File: src/rtl/clook_pkg.sv
// shared types and constants for the c-look request scheduler
// no dependencies

package clook_pkg;

  localparam int MAX_REQUESTS_DEF  = 32;
  localparam int CYLINDER_BITS_DEF = 16;

  localparam int CYL_W  = 16;
  localparam int MOVE_W = 18;
  localparam logic [MOVE_W-1:0] MOVE_MAX = 18'h3FFFF;

  localparam logic CMD_LOAD = 1'b0;
  localparam logic CMD_RUN  = 1'b1;

  typedef enum logic [2:0] {
    ST_IDLE,
    ST_COUNT,
    ST_HEAD,
    ST_SELECT,
    ST_STEP,
    ST_PUT
  } state_t;

endpackage

File: src/rtl/clook_disk_request_scheduler.sv
// c-look disk request scheduler: request store memory, scan sequencer, output register
// depends on clook_pkg
//
// Usage:
//   Input channel (in_valid / in_stall): in_command = CMD_LOAD stores in_cylinder as a
//   pending request (dropped once MAX_REQUESTS are held); in_command = CMD_RUN gives the
//   head cylinder and starts a schedule. A load produces no result.
//   Result channel (out_valid / out_stall): one transfer per served cylinder, the head
//   first, then the c-look order; out_last marks the final transfer, which alone carries
//   out_total_movement (zero on the others).
//   Sequence: a run with n stored requests makes one counting scan of the store, outputs the
//   head, then for each request makes a full scan of the store to pick the next entry,
//   computes the step distance in a separate state and then puts the output.
//   New items are refused while a run is in progress; loads are taken while the last
//   result still waits in the output register.
//   Reset empties the store (count to zero) and clears out_valid; a run also
//   empties the store. A stalled result holds; the scheduler waits at the next output.

module clook_disk_request_scheduler #(
  parameter int MAX_REQUESTS  = clook_pkg::MAX_REQUESTS_DEF,
  parameter int CYLINDER_BITS = clook_pkg::CYLINDER_BITS_DEF
) (
  input  logic                           clk,
  input  logic                           rst_n,
  input  logic                           in_valid,
  output logic                           in_stall,
  input  logic                           in_command,
  input  logic [clook_pkg::CYL_W-1:0]    in_cylinder,
  output logic                           out_valid,
  input  logic                           out_stall,
  output logic [clook_pkg::CYL_W-1:0]    out_served_cylinder,
  output logic [clook_pkg::MOVE_W-1:0]   out_total_movement,
  output logic                           out_last
);

  localparam int CB = CYLINDER_BITS;
  localparam int IW = (MAX_REQUESTS > 1) ? $clog2(MAX_REQUESTS) : 1;
  localparam int CW = $clog2(MAX_REQUESTS + 1);
  localparam int KW = 1 + CB + IW;
  localparam int SW = ((CB > clook_pkg::MOVE_W) ? CB : clook_pkg::MOVE_W) + 1;

  clook_pkg::state_t state_r, state_nxt;

  logic [CB-1:0] mem [MAX_REQUESTS];
  logic [CB-1:0] mem_q_r;
  logic [IW-1:0] rd_idx_r;
  logic          mem_we;

  logic [CW-1:0] cnt_r, cnt_nxt;
  logic [CW-1:0] n_r, n_nxt;
  logic [CW-1:0] addr_r, addr_nxt;
  logic [CW-1:0] below_r, below_nxt;
  logic [CW-1:0] emit_r, emit_nxt;
  logic [CB-1:0] head_r, head_nxt;
  logic          first_r, first_nxt;
  logic          found_r, found_nxt;
  logic [KW-1:0] best_key_r, best_key_nxt;
  logic [CB-1:0] best_val_r, best_val_nxt;
  logic [KW-1:0] prev_key_r, prev_key_nxt;
  logic [CB-1:0] prev_val_r, prev_val_nxt;
  logic [CB-1:0] diff_r, diff_nxt;
  logic [clook_pkg::MOVE_W-1:0] total_r, total_nxt;

  logic                         out_valid_r, out_valid_nxt;
  logic [clook_pkg::CYL_W-1:0]  out_cyl_r, out_cyl_nxt;
  logic [clook_pkg::MOVE_W-1:0] out_total_r, out_total_nxt;
  logic                         out_last_r, out_last_nxt;

  logic [CB-1:0] in_cyl_m;
  logic          in_xfer;
  logic          out_free;
  logic          scan_end;
  logic          scan_proc;
  logic          sweep_up;
  logic          q_below;
  logic [KW-1:0] key_q;
  logic          take_q;
  logic [CW-1:0] emit_inc;
  logic          put_last;
  logic [SW-1:0] move_sum;
  logic [clook_pkg::MOVE_W-1:0] move_sat;

  assign in_cyl_m  = CB'(in_cylinder);
  assign in_stall  = (state_r != clook_pkg::ST_IDLE);
  assign in_xfer   = in_valid && !in_stall;
  assign out_free  = !out_valid_r || !out_stall;
  assign scan_end  = (addr_r == n_r);
  assign scan_proc = (addr_r != '0);
  assign sweep_up  = ({1'b0, n_r} > {below_r, 1'b0});
  assign q_below   = (mem_q_r < head_r);
  assign key_q     = sweep_up ? {q_below, mem_q_r, rd_idx_r} : {!q_below, ~mem_q_r, rd_idx_r};
  assign take_q    = (first_r || (key_q > prev_key_r)) && (!found_r || (key_q < best_key_r));
  assign emit_inc  = emit_r + CW'(1);
  assign put_last  = (emit_inc == n_r);
  assign move_sum  = SW'(total_r) + SW'(diff_r);
  assign move_sat  = (move_sum > SW'(clook_pkg::MOVE_MAX)) ? clook_pkg::MOVE_MAX
                                                            : move_sum[clook_pkg::MOVE_W-1:0];

  // request store
  always_ff @(posedge clk) begin
    if (mem_we) begin
      mem[cnt_r[IW-1:0]] <= in_cyl_m;
    end
    mem_q_r  <= mem[addr_r[IW-1:0]];
    rd_idx_r <= addr_r[IW-1:0];
  end

  // next state
  always_comb begin
    state_nxt = state_r;
    case (state_r)
      clook_pkg::ST_IDLE: begin
        if (in_xfer && (in_command == clook_pkg::CMD_RUN)) begin
          state_nxt = clook_pkg::ST_COUNT;
        end
      end
      clook_pkg::ST_COUNT: begin
        if (scan_end) begin
          state_nxt = clook_pkg::ST_HEAD;
        end
      end
      clook_pkg::ST_HEAD: begin
        if (out_free) begin
          state_nxt = (n_r == '0) ? clook_pkg::ST_IDLE : clook_pkg::ST_SELECT;
        end
      end
      clook_pkg::ST_SELECT: begin
        if (scan_end) begin
          state_nxt = clook_pkg::ST_STEP;
        end
      end
      clook_pkg::ST_STEP: begin
        state_nxt = clook_pkg::ST_PUT;
      end
      clook_pkg::ST_PUT: begin
        if (out_free) begin
          state_nxt = put_last ? clook_pkg::ST_IDLE : clook_pkg::ST_SELECT;
        end
      end
      default: begin
        state_nxt = clook_pkg::ST_IDLE;
      end
    endcase
  end

  // datapath and output register
  always_comb begin
    mem_we        = 1'b0;
    cnt_nxt       = cnt_r;
    n_nxt         = n_r;
    addr_nxt      = addr_r;
    below_nxt     = below_r;
    emit_nxt      = emit_r;
    head_nxt      = head_r;
    first_nxt     = first_r;
    found_nxt     = found_r;
    best_key_nxt  = best_key_r;
    best_val_nxt  = best_val_r;
    prev_key_nxt  = prev_key_r;
    prev_val_nxt  = prev_val_r;
    diff_nxt      = diff_r;
    total_nxt     = total_r;
    out_valid_nxt = out_valid_r && out_stall;
    out_cyl_nxt   = out_cyl_r;
    out_total_nxt = out_total_r;
    out_last_nxt  = out_last_r;
    case (state_r)
      clook_pkg::ST_IDLE: begin
        addr_nxt = '0;
        if (in_xfer) begin
          if (in_command == clook_pkg::CMD_RUN) begin
            head_nxt  = in_cyl_m;
            n_nxt     = cnt_r;
            cnt_nxt   = '0;
            below_nxt = '0;
          end else if (cnt_r < CW'(MAX_REQUESTS)) begin
            mem_we  = 1'b1;
            cnt_nxt = cnt_r + CW'(1);
          end
        end
      end
      clook_pkg::ST_COUNT: begin
        addr_nxt = scan_end ? '0 : addr_r + CW'(1);
        if (scan_proc && q_below) begin
          below_nxt = below_r + CW'(1);
        end
      end
      clook_pkg::ST_HEAD: begin
        if (out_free) begin
          out_valid_nxt = 1'b1;
          out_cyl_nxt   = clook_pkg::CYL_W'(head_r);
          out_total_nxt = '0;
          out_last_nxt  = (n_r == '0);
          prev_val_nxt  = head_r;
          first_nxt     = 1'b1;
          found_nxt     = 1'b0;
          total_nxt     = '0;
          emit_nxt      = '0;
          addr_nxt      = '0;
        end
      end
      clook_pkg::ST_SELECT: begin
        addr_nxt = scan_end ? '0 : addr_r + CW'(1);
        if (scan_proc && take_q) begin
          found_nxt    = 1'b1;
          best_key_nxt = key_q;
          best_val_nxt = mem_q_r;
        end
      end
      clook_pkg::ST_STEP: begin
        diff_nxt = (best_val_r > prev_val_r) ? best_val_r - prev_val_r
                                             : prev_val_r - best_val_r;
      end
      clook_pkg::ST_PUT: begin
        if (out_free) begin
          out_valid_nxt = 1'b1;
          out_cyl_nxt   = clook_pkg::CYL_W'(best_val_r);
          out_total_nxt = put_last ? move_sat : '0;
          out_last_nxt  = put_last;
          total_nxt     = move_sat;
          prev_key_nxt  = best_key_r;
          prev_val_nxt  = best_val_r;
          first_nxt     = 1'b0;
          found_nxt     = 1'b0;
          emit_nxt      = emit_inc;
          addr_nxt      = '0;
        end
      end
      default: begin
        addr_nxt = '0;
      end
    endcase
  end

  always_ff @(posedge clk) begin
    if (!rst_n) begin
      state_r     <= clook_pkg::ST_IDLE;
      cnt_r       <= '0;
      addr_r      <= '0;
      out_valid_r <= 1'b0;
    end else begin
      state_r     <= state_nxt;
      cnt_r       <= cnt_nxt;
      addr_r      <= addr_nxt;
      out_valid_r <= out_valid_nxt;
    end
  end

  always_ff @(posedge clk) begin
    n_r         <= n_nxt;
    below_r     <= below_nxt;
    emit_r      <= emit_nxt;
    head_r      <= head_nxt;
    first_r     <= first_nxt;
    found_r     <= found_nxt;
    best_key_r  <= best_key_nxt;
    best_val_r  <= best_val_nxt;
    prev_key_r  <= prev_key_nxt;
    prev_val_r  <= prev_val_nxt;
    diff_r      <= diff_nxt;
    total_r     <= total_nxt;
    out_cyl_r   <= out_cyl_nxt;
    out_total_r <= out_total_nxt;
    out_last_r  <= out_last_nxt;
  end

  assign out_valid           = out_valid_r;
  assign out_served_cylinder = out_cyl_r;
  assign out_total_movement  = out_total_r;
  assign out_last            = out_last_r;

`ifndef SYNTH
  a_count_bound: assert property (@(posedge clk) disable iff (!rst_n)
    cnt_r <= CW'(MAX_REQUESTS))
    else $error("request count above capacity");

  a_run_clears: assert property (@(posedge clk) disable iff (!rst_n)
    (in_xfer && (in_command == clook_pkg::CMD_RUN)) |=> (cnt_r == '0))
    else $error("run did not clear the store");

  a_put_found: assert property (@(posedge clk) disable iff (!rst_n)
    (state_r == clook_pkg::ST_PUT) |-> found_r)
    else $error("no entry selected for output");

  a_select_pending: assert property (@(posedge clk) disable iff (!rst_n)
    (state_r == clook_pkg::ST_SELECT) |-> (emit_r < n_r))
    else $error("selection scan with nothing left to serve");
`endif

endmodule

File: config.mk
export PLATFORM = sky130hd
export DESIGN_NAME = clook_disk_request_scheduler
export DESIGN_NICKNAME = d
export VERILOG_FILES = /design/src/rtl/clook_pkg.sv /design/src/rtl/clook_disk_request_scheduler.sv
export SDC_FILE = /design/constraint.sdc
export NUM_CORES = 1
export LEC_CHECK = 0
export ABC_AREA = 1
export BUFFER_PORTS_ARGS = -buffer_cell sky130_fd_sc_hd__clkbuf_2
export CAP_MARGIN = 15
export CORE_MARGIN = 2
export CORE_UTILIZATION = 50
export CTS_BUF_LIST = sky130_fd_sc_hd__clkbuf_2 sky130_fd_sc_hd__clkbuf_4 sky130_fd_sc_hd__clkbuf_8
export DETAILED_ROUTE_END_ITERATION = 16
export GPL_ROUTABILITY_DRIVEN = 1
export GPL_TIMING_DRIVEN = 0
export PLACE_DENSITY = 0.69
export SLEW_MARGIN = 20
export SYNTH_ARGS = -nofsm -noshare
export SYNTH_HDL_FRONTEND = slang
export SYNTH_SLANG_ARGS = --single-unit
File: constraint.sdc
create_clock -name clk -period 5.4 [get_ports clk]
set_clock_uncertainty 0.15 [all_clocks]
set_input_delay 0.54 -clock clk [delete_from_list [all_inputs] [get_ports clk]]
set_output_delay 0.54 -clock clk [all_outputs]
set_load 0.005 [all_outputs]
==> key figures <==
Critical path
  • Capturing point of the worst reg2reg path: best_key_r[11]
  • CP Class: reg2reg
  • Worst reg2reg path startpoint: n_r[3]
  • Worst Setup End Kind: flop
  • Depth of the most critical reg-to-reg path: 22
  • WP data arrival: 4.66 ns
  • Peak fanout along the critical path: 33
  • CP required: 5.65 ns
  • Crit start category: flop
  • R2R Setup Slk: 0.99 ns

Clocking
  • Clk Latency, worst-skew pair: 0.77 ns
  • CTS tree: yes
  • H-tree Lvls: 3
  • Clk buf depth: 3
  • Worst-path clk slew: 0.06 ns
  • Clock net sink count: 714
  • Post-CTS setup buffer count: 0
  • TritonCTS Buffers: 113
  • Resize count post-CTS: 0
  • CTS root buffer: clkbuf_8

Synthesis
  • Top-area cell type share of the netlist area: 64.2%
  • Top-count cell post-synth: edfxtp_1
  • Post-Synthesis Cells: 2735
  • Largest area contributor in the netlist: edfxtp_1
  • Netlist Area Pre-Place: 31700 µm²
  • Synth async-reset ratio: 0%
  • Top FF cell, synth: edfxtp_1
  • Commonest cells post-synth: edfxtp_1, nor2_1, nand2_1
  • EDFF count, synth: 677
  • Synthesized net count: 2877
  • FF+latch count, synth: 714
  • Synth area leaders: edfxtp_1, nor2_1, o21ai_0, ha_1, nand2_1
  • Yosys Warn Count: 0
  • Syn Area/Cell: 11.6 µm²
  • Register area share after synthesis: 66.5%
  • Synth cell types: 48

STA
  • Rel. slew slack: 28.6%
  • Fmax: 227 MHz
  • Final worst path period need: 4.41 ns
  • Worst slew pin tran: 1.07 ns
  • Final worst-path cycle share: 81.7%
  • Final setup viols: 0
  • Max Slew Vio Count: 0
  • Hold Vio Cnt, Final: 0
  • RSZ-0062 raised after global routing: no
  • TNS Setup: 0 ns

Global routing
  • Pin count of the biggest net entering global routing: 34
  • GRT Overall Usage: 26.8%
  • GRT met1 Usage: 33.9%
  • Vias in the first global route: 22300
  • Total gr overflow: 0
  • Gr busiest metal: met2
  • First-pass GRT wire length: 132 mm
  • Initial antenna violation count: 3
  • GR Layer Usage met2: 44.5%
  • M3 GR Usage: 4.67%

Power and ir drop
  • VDD IR max: 0.280 mV
  • Sw frac: 30.8%
  • Static leakage: 13.5 nW
  • Switching power: 0.00429 W
  • Power Density: 388 nW/µm²
  • Sequential share of power: 46.1%
  • Clk pwr share: 34.5%
  • Combinational share of power: 19.5%
  • Pint: 0.00965 W

Finish
  • Layout Area Growth over Synthesis: 13.4%
  • Final instance area: 35900 µm²
  • Layout cell share with drive strength beyond 1: 12.4%
  • Filler instances: 5216
  • Layout Nets: 3076
  • Finished Layout Cells: 3879

Job
  • Max Cap Viol: 0

Detailed routing
  • Pre-Repair DR Iteration Count: 8
  • Detailed Route Iter0 Violations: 2663
  • Post-DRT Antenna Nets: 0
  • Routed wire length: 89.0 mm
  • Vias per inst: 5.80
  • Vias: 22500
  • WL per Instance: 22.9 µm
  • Remaining DRCs: 0

Hold path
  • Hold EP: cnt_r[0]
  • Hold depth: 4
  • Hold Path Class: in2reg
  • Min-delay src: in_valid

Placement
  • Buffers on Ports: 57
  • Detailed placement HPWL: 60.8 mm
  • RD Place Congestion: 0.917
  • Placed instance area: 33500 µm²
  • # placed instances: 3663

Floorplanning
  • Core Area: 62900 µm²
  • Die H: 256 µm
  • Top Ports: 58
  • Starting density of the core: 50.4%
  • Die Width: 256 µm
  • Die area: 65400 µm²
  • Row cnt: 92

Status
  • Status: completed
cell type report:
| cell class | count | area, µm² | area share [%] |
|---|---|---|---|
| sequential | 714 | 21100 | 58.7 |
| buffer | 131 | 578 | 1.61 |
| clock inverter | 60 | 493 | 1.37 |
| inverter | 220 | 826 | 2.30 |
| timing repair buffer | 84 | 648 | 1.80 |
| antenna | 2 | 5.00 | 0.0139 |
| tap | 846 | 1060 | 2.95 |
| multi-input combinational | 1670 | 9370 | 26.1 |
| clock buffer | 152 | 1880 | 5.23 |
timing repair:
action	4_1_cts	5_1_grt
setup endpoints to repair	0	0
hold buffers	2	0
endpoints found under the hold margin	7	0
kinds of logic (layout without fill, tap and decap cells):
| logic type | after synthesis | in the layout | share of synthesized area (%) |
|---|---|---|---|
| AO/OA/AOI/OAI | 605 | 605 | 11.2 |
| adder cells (fa/ha/maj) | 121 | 121 | 4.85 |
| other | 0 | 2 | 0 |
| flip-flops | 714 | 714 | 66.5 |
| AND/OR/NAND/NOR | 885 | 885 | 11.4 |
| XOR/XNOR | 59 | 59 | 1.63 |
| buffers and inverters | 351 | 647 | 4.43 |
routing by layer:
| metal | part of all wire [%] | up-vias |
|---|---|---|
| met3 | 9.5 | 270 |
| met2 | 48 | 1250 |
| li1 | - | 10200 |
| met5 | 0 | - |
| met4 | 5.0 | 0 |
| met1 | 38 | 10800 |
registers in the layout (all words and copies together), names as in the netlist, 3 cells and up:
register / flops
addr_r: 6
below_r: 6
best_key_r: 22
best_val_r: 16
cnt_r: 6
diff_r: 16
emit_r: 6
head_r: 16
mem: 512
mem_q_r: 16
n_r: 6
out_served_cylinder: 16
out_total_movement: 18
prev_key_r: 22
rd_idx_r: 5
state_r: 3
total_r: 18
cells in the final DEF, fill, tap and decap left out, types with 28 or more instances in the layout:
master / instances
edfxtp_1: 677
nor2_1: 384
nand2_1: 319
o21ai_0: 314
inv_1: 212
ha_1: 118
clkbuf_8: 118
a21oi_1: 98
nand3_1: 96
o221ai_1: 89
clkbuf_1: 80
clkbuf_2: 60
o22ai_1: 38
dfxtp_1: 37
clkbuf_4: 34
buf_2: 33
xor2_1: 33
clkinv_1: 28
how the worst max path moves through the flow:
stage                             endpoint  slack, ns       from
floorplan                    best_key_r[0]       1.42     n_r[3]
global placement    out_total_movement[12]       0.26  out_stall
detailed placement          best_key_r[11]       1.12     n_r[3]
CTS                          best_val_r[7]       0.98     n_r[2]
global route                 best_val_r[7]       0.68     n_r[3]
finish                      best_key_r[11]       0.99     n_r[3]
per-stage QoR:
stage               utilization (%)  worst slack, ns  power (W)  hold WS (ns)
global placement               52.5            0.263    0.00908         0.235
detailed placement             53.3             1.12    0.00919         0.235
finish                         57.2            0.986     0.0139        0.0435
floorplan                         -             1.42    0.00813         0.176
CTS                            57.1            0.985     0.0139       0.00557
global route                   57.2            0.676     0.0145        0.0619
power groups by stage:
stage	Clock, W	Sequential (W)	Combinational (W)
final	0.00481	0.00642	0.00271
after global routing	0.00508	0.00644	0.00295
after CTS	0.00484	0.00642	0.00267
after detailed placement	0	0.00654	0.00265
after global placement	0	0.00654	0.00254
after floorplan	0	0.00646	0.00167
worst max-delay path, cell delays in order, from the launching register on:
cell and delay, ns:
edfxtp_1 0.50, ha_1 0.36, nand2_1 0.09, nor2_1 0.04
a211oi_1 0.22, o21bai_1 0.12, nand2_1 0.07, nand2_1 0.05
nand2_2 0.26, buf_4 0.30, xnor2_1 0.14, inv_1 0.08
ha_1 0.29, nand2_1 0.07, inv_1 0.07, nand2_1 0.07
nand3_1 0.08, a21oi_1 0.19, nand3_1 0.23, nand2_1 0.11
nand3_1 0.11, inv_2 0.17, buf_12 0.24
Note: power is estimated with default switching activity, not from simulation.
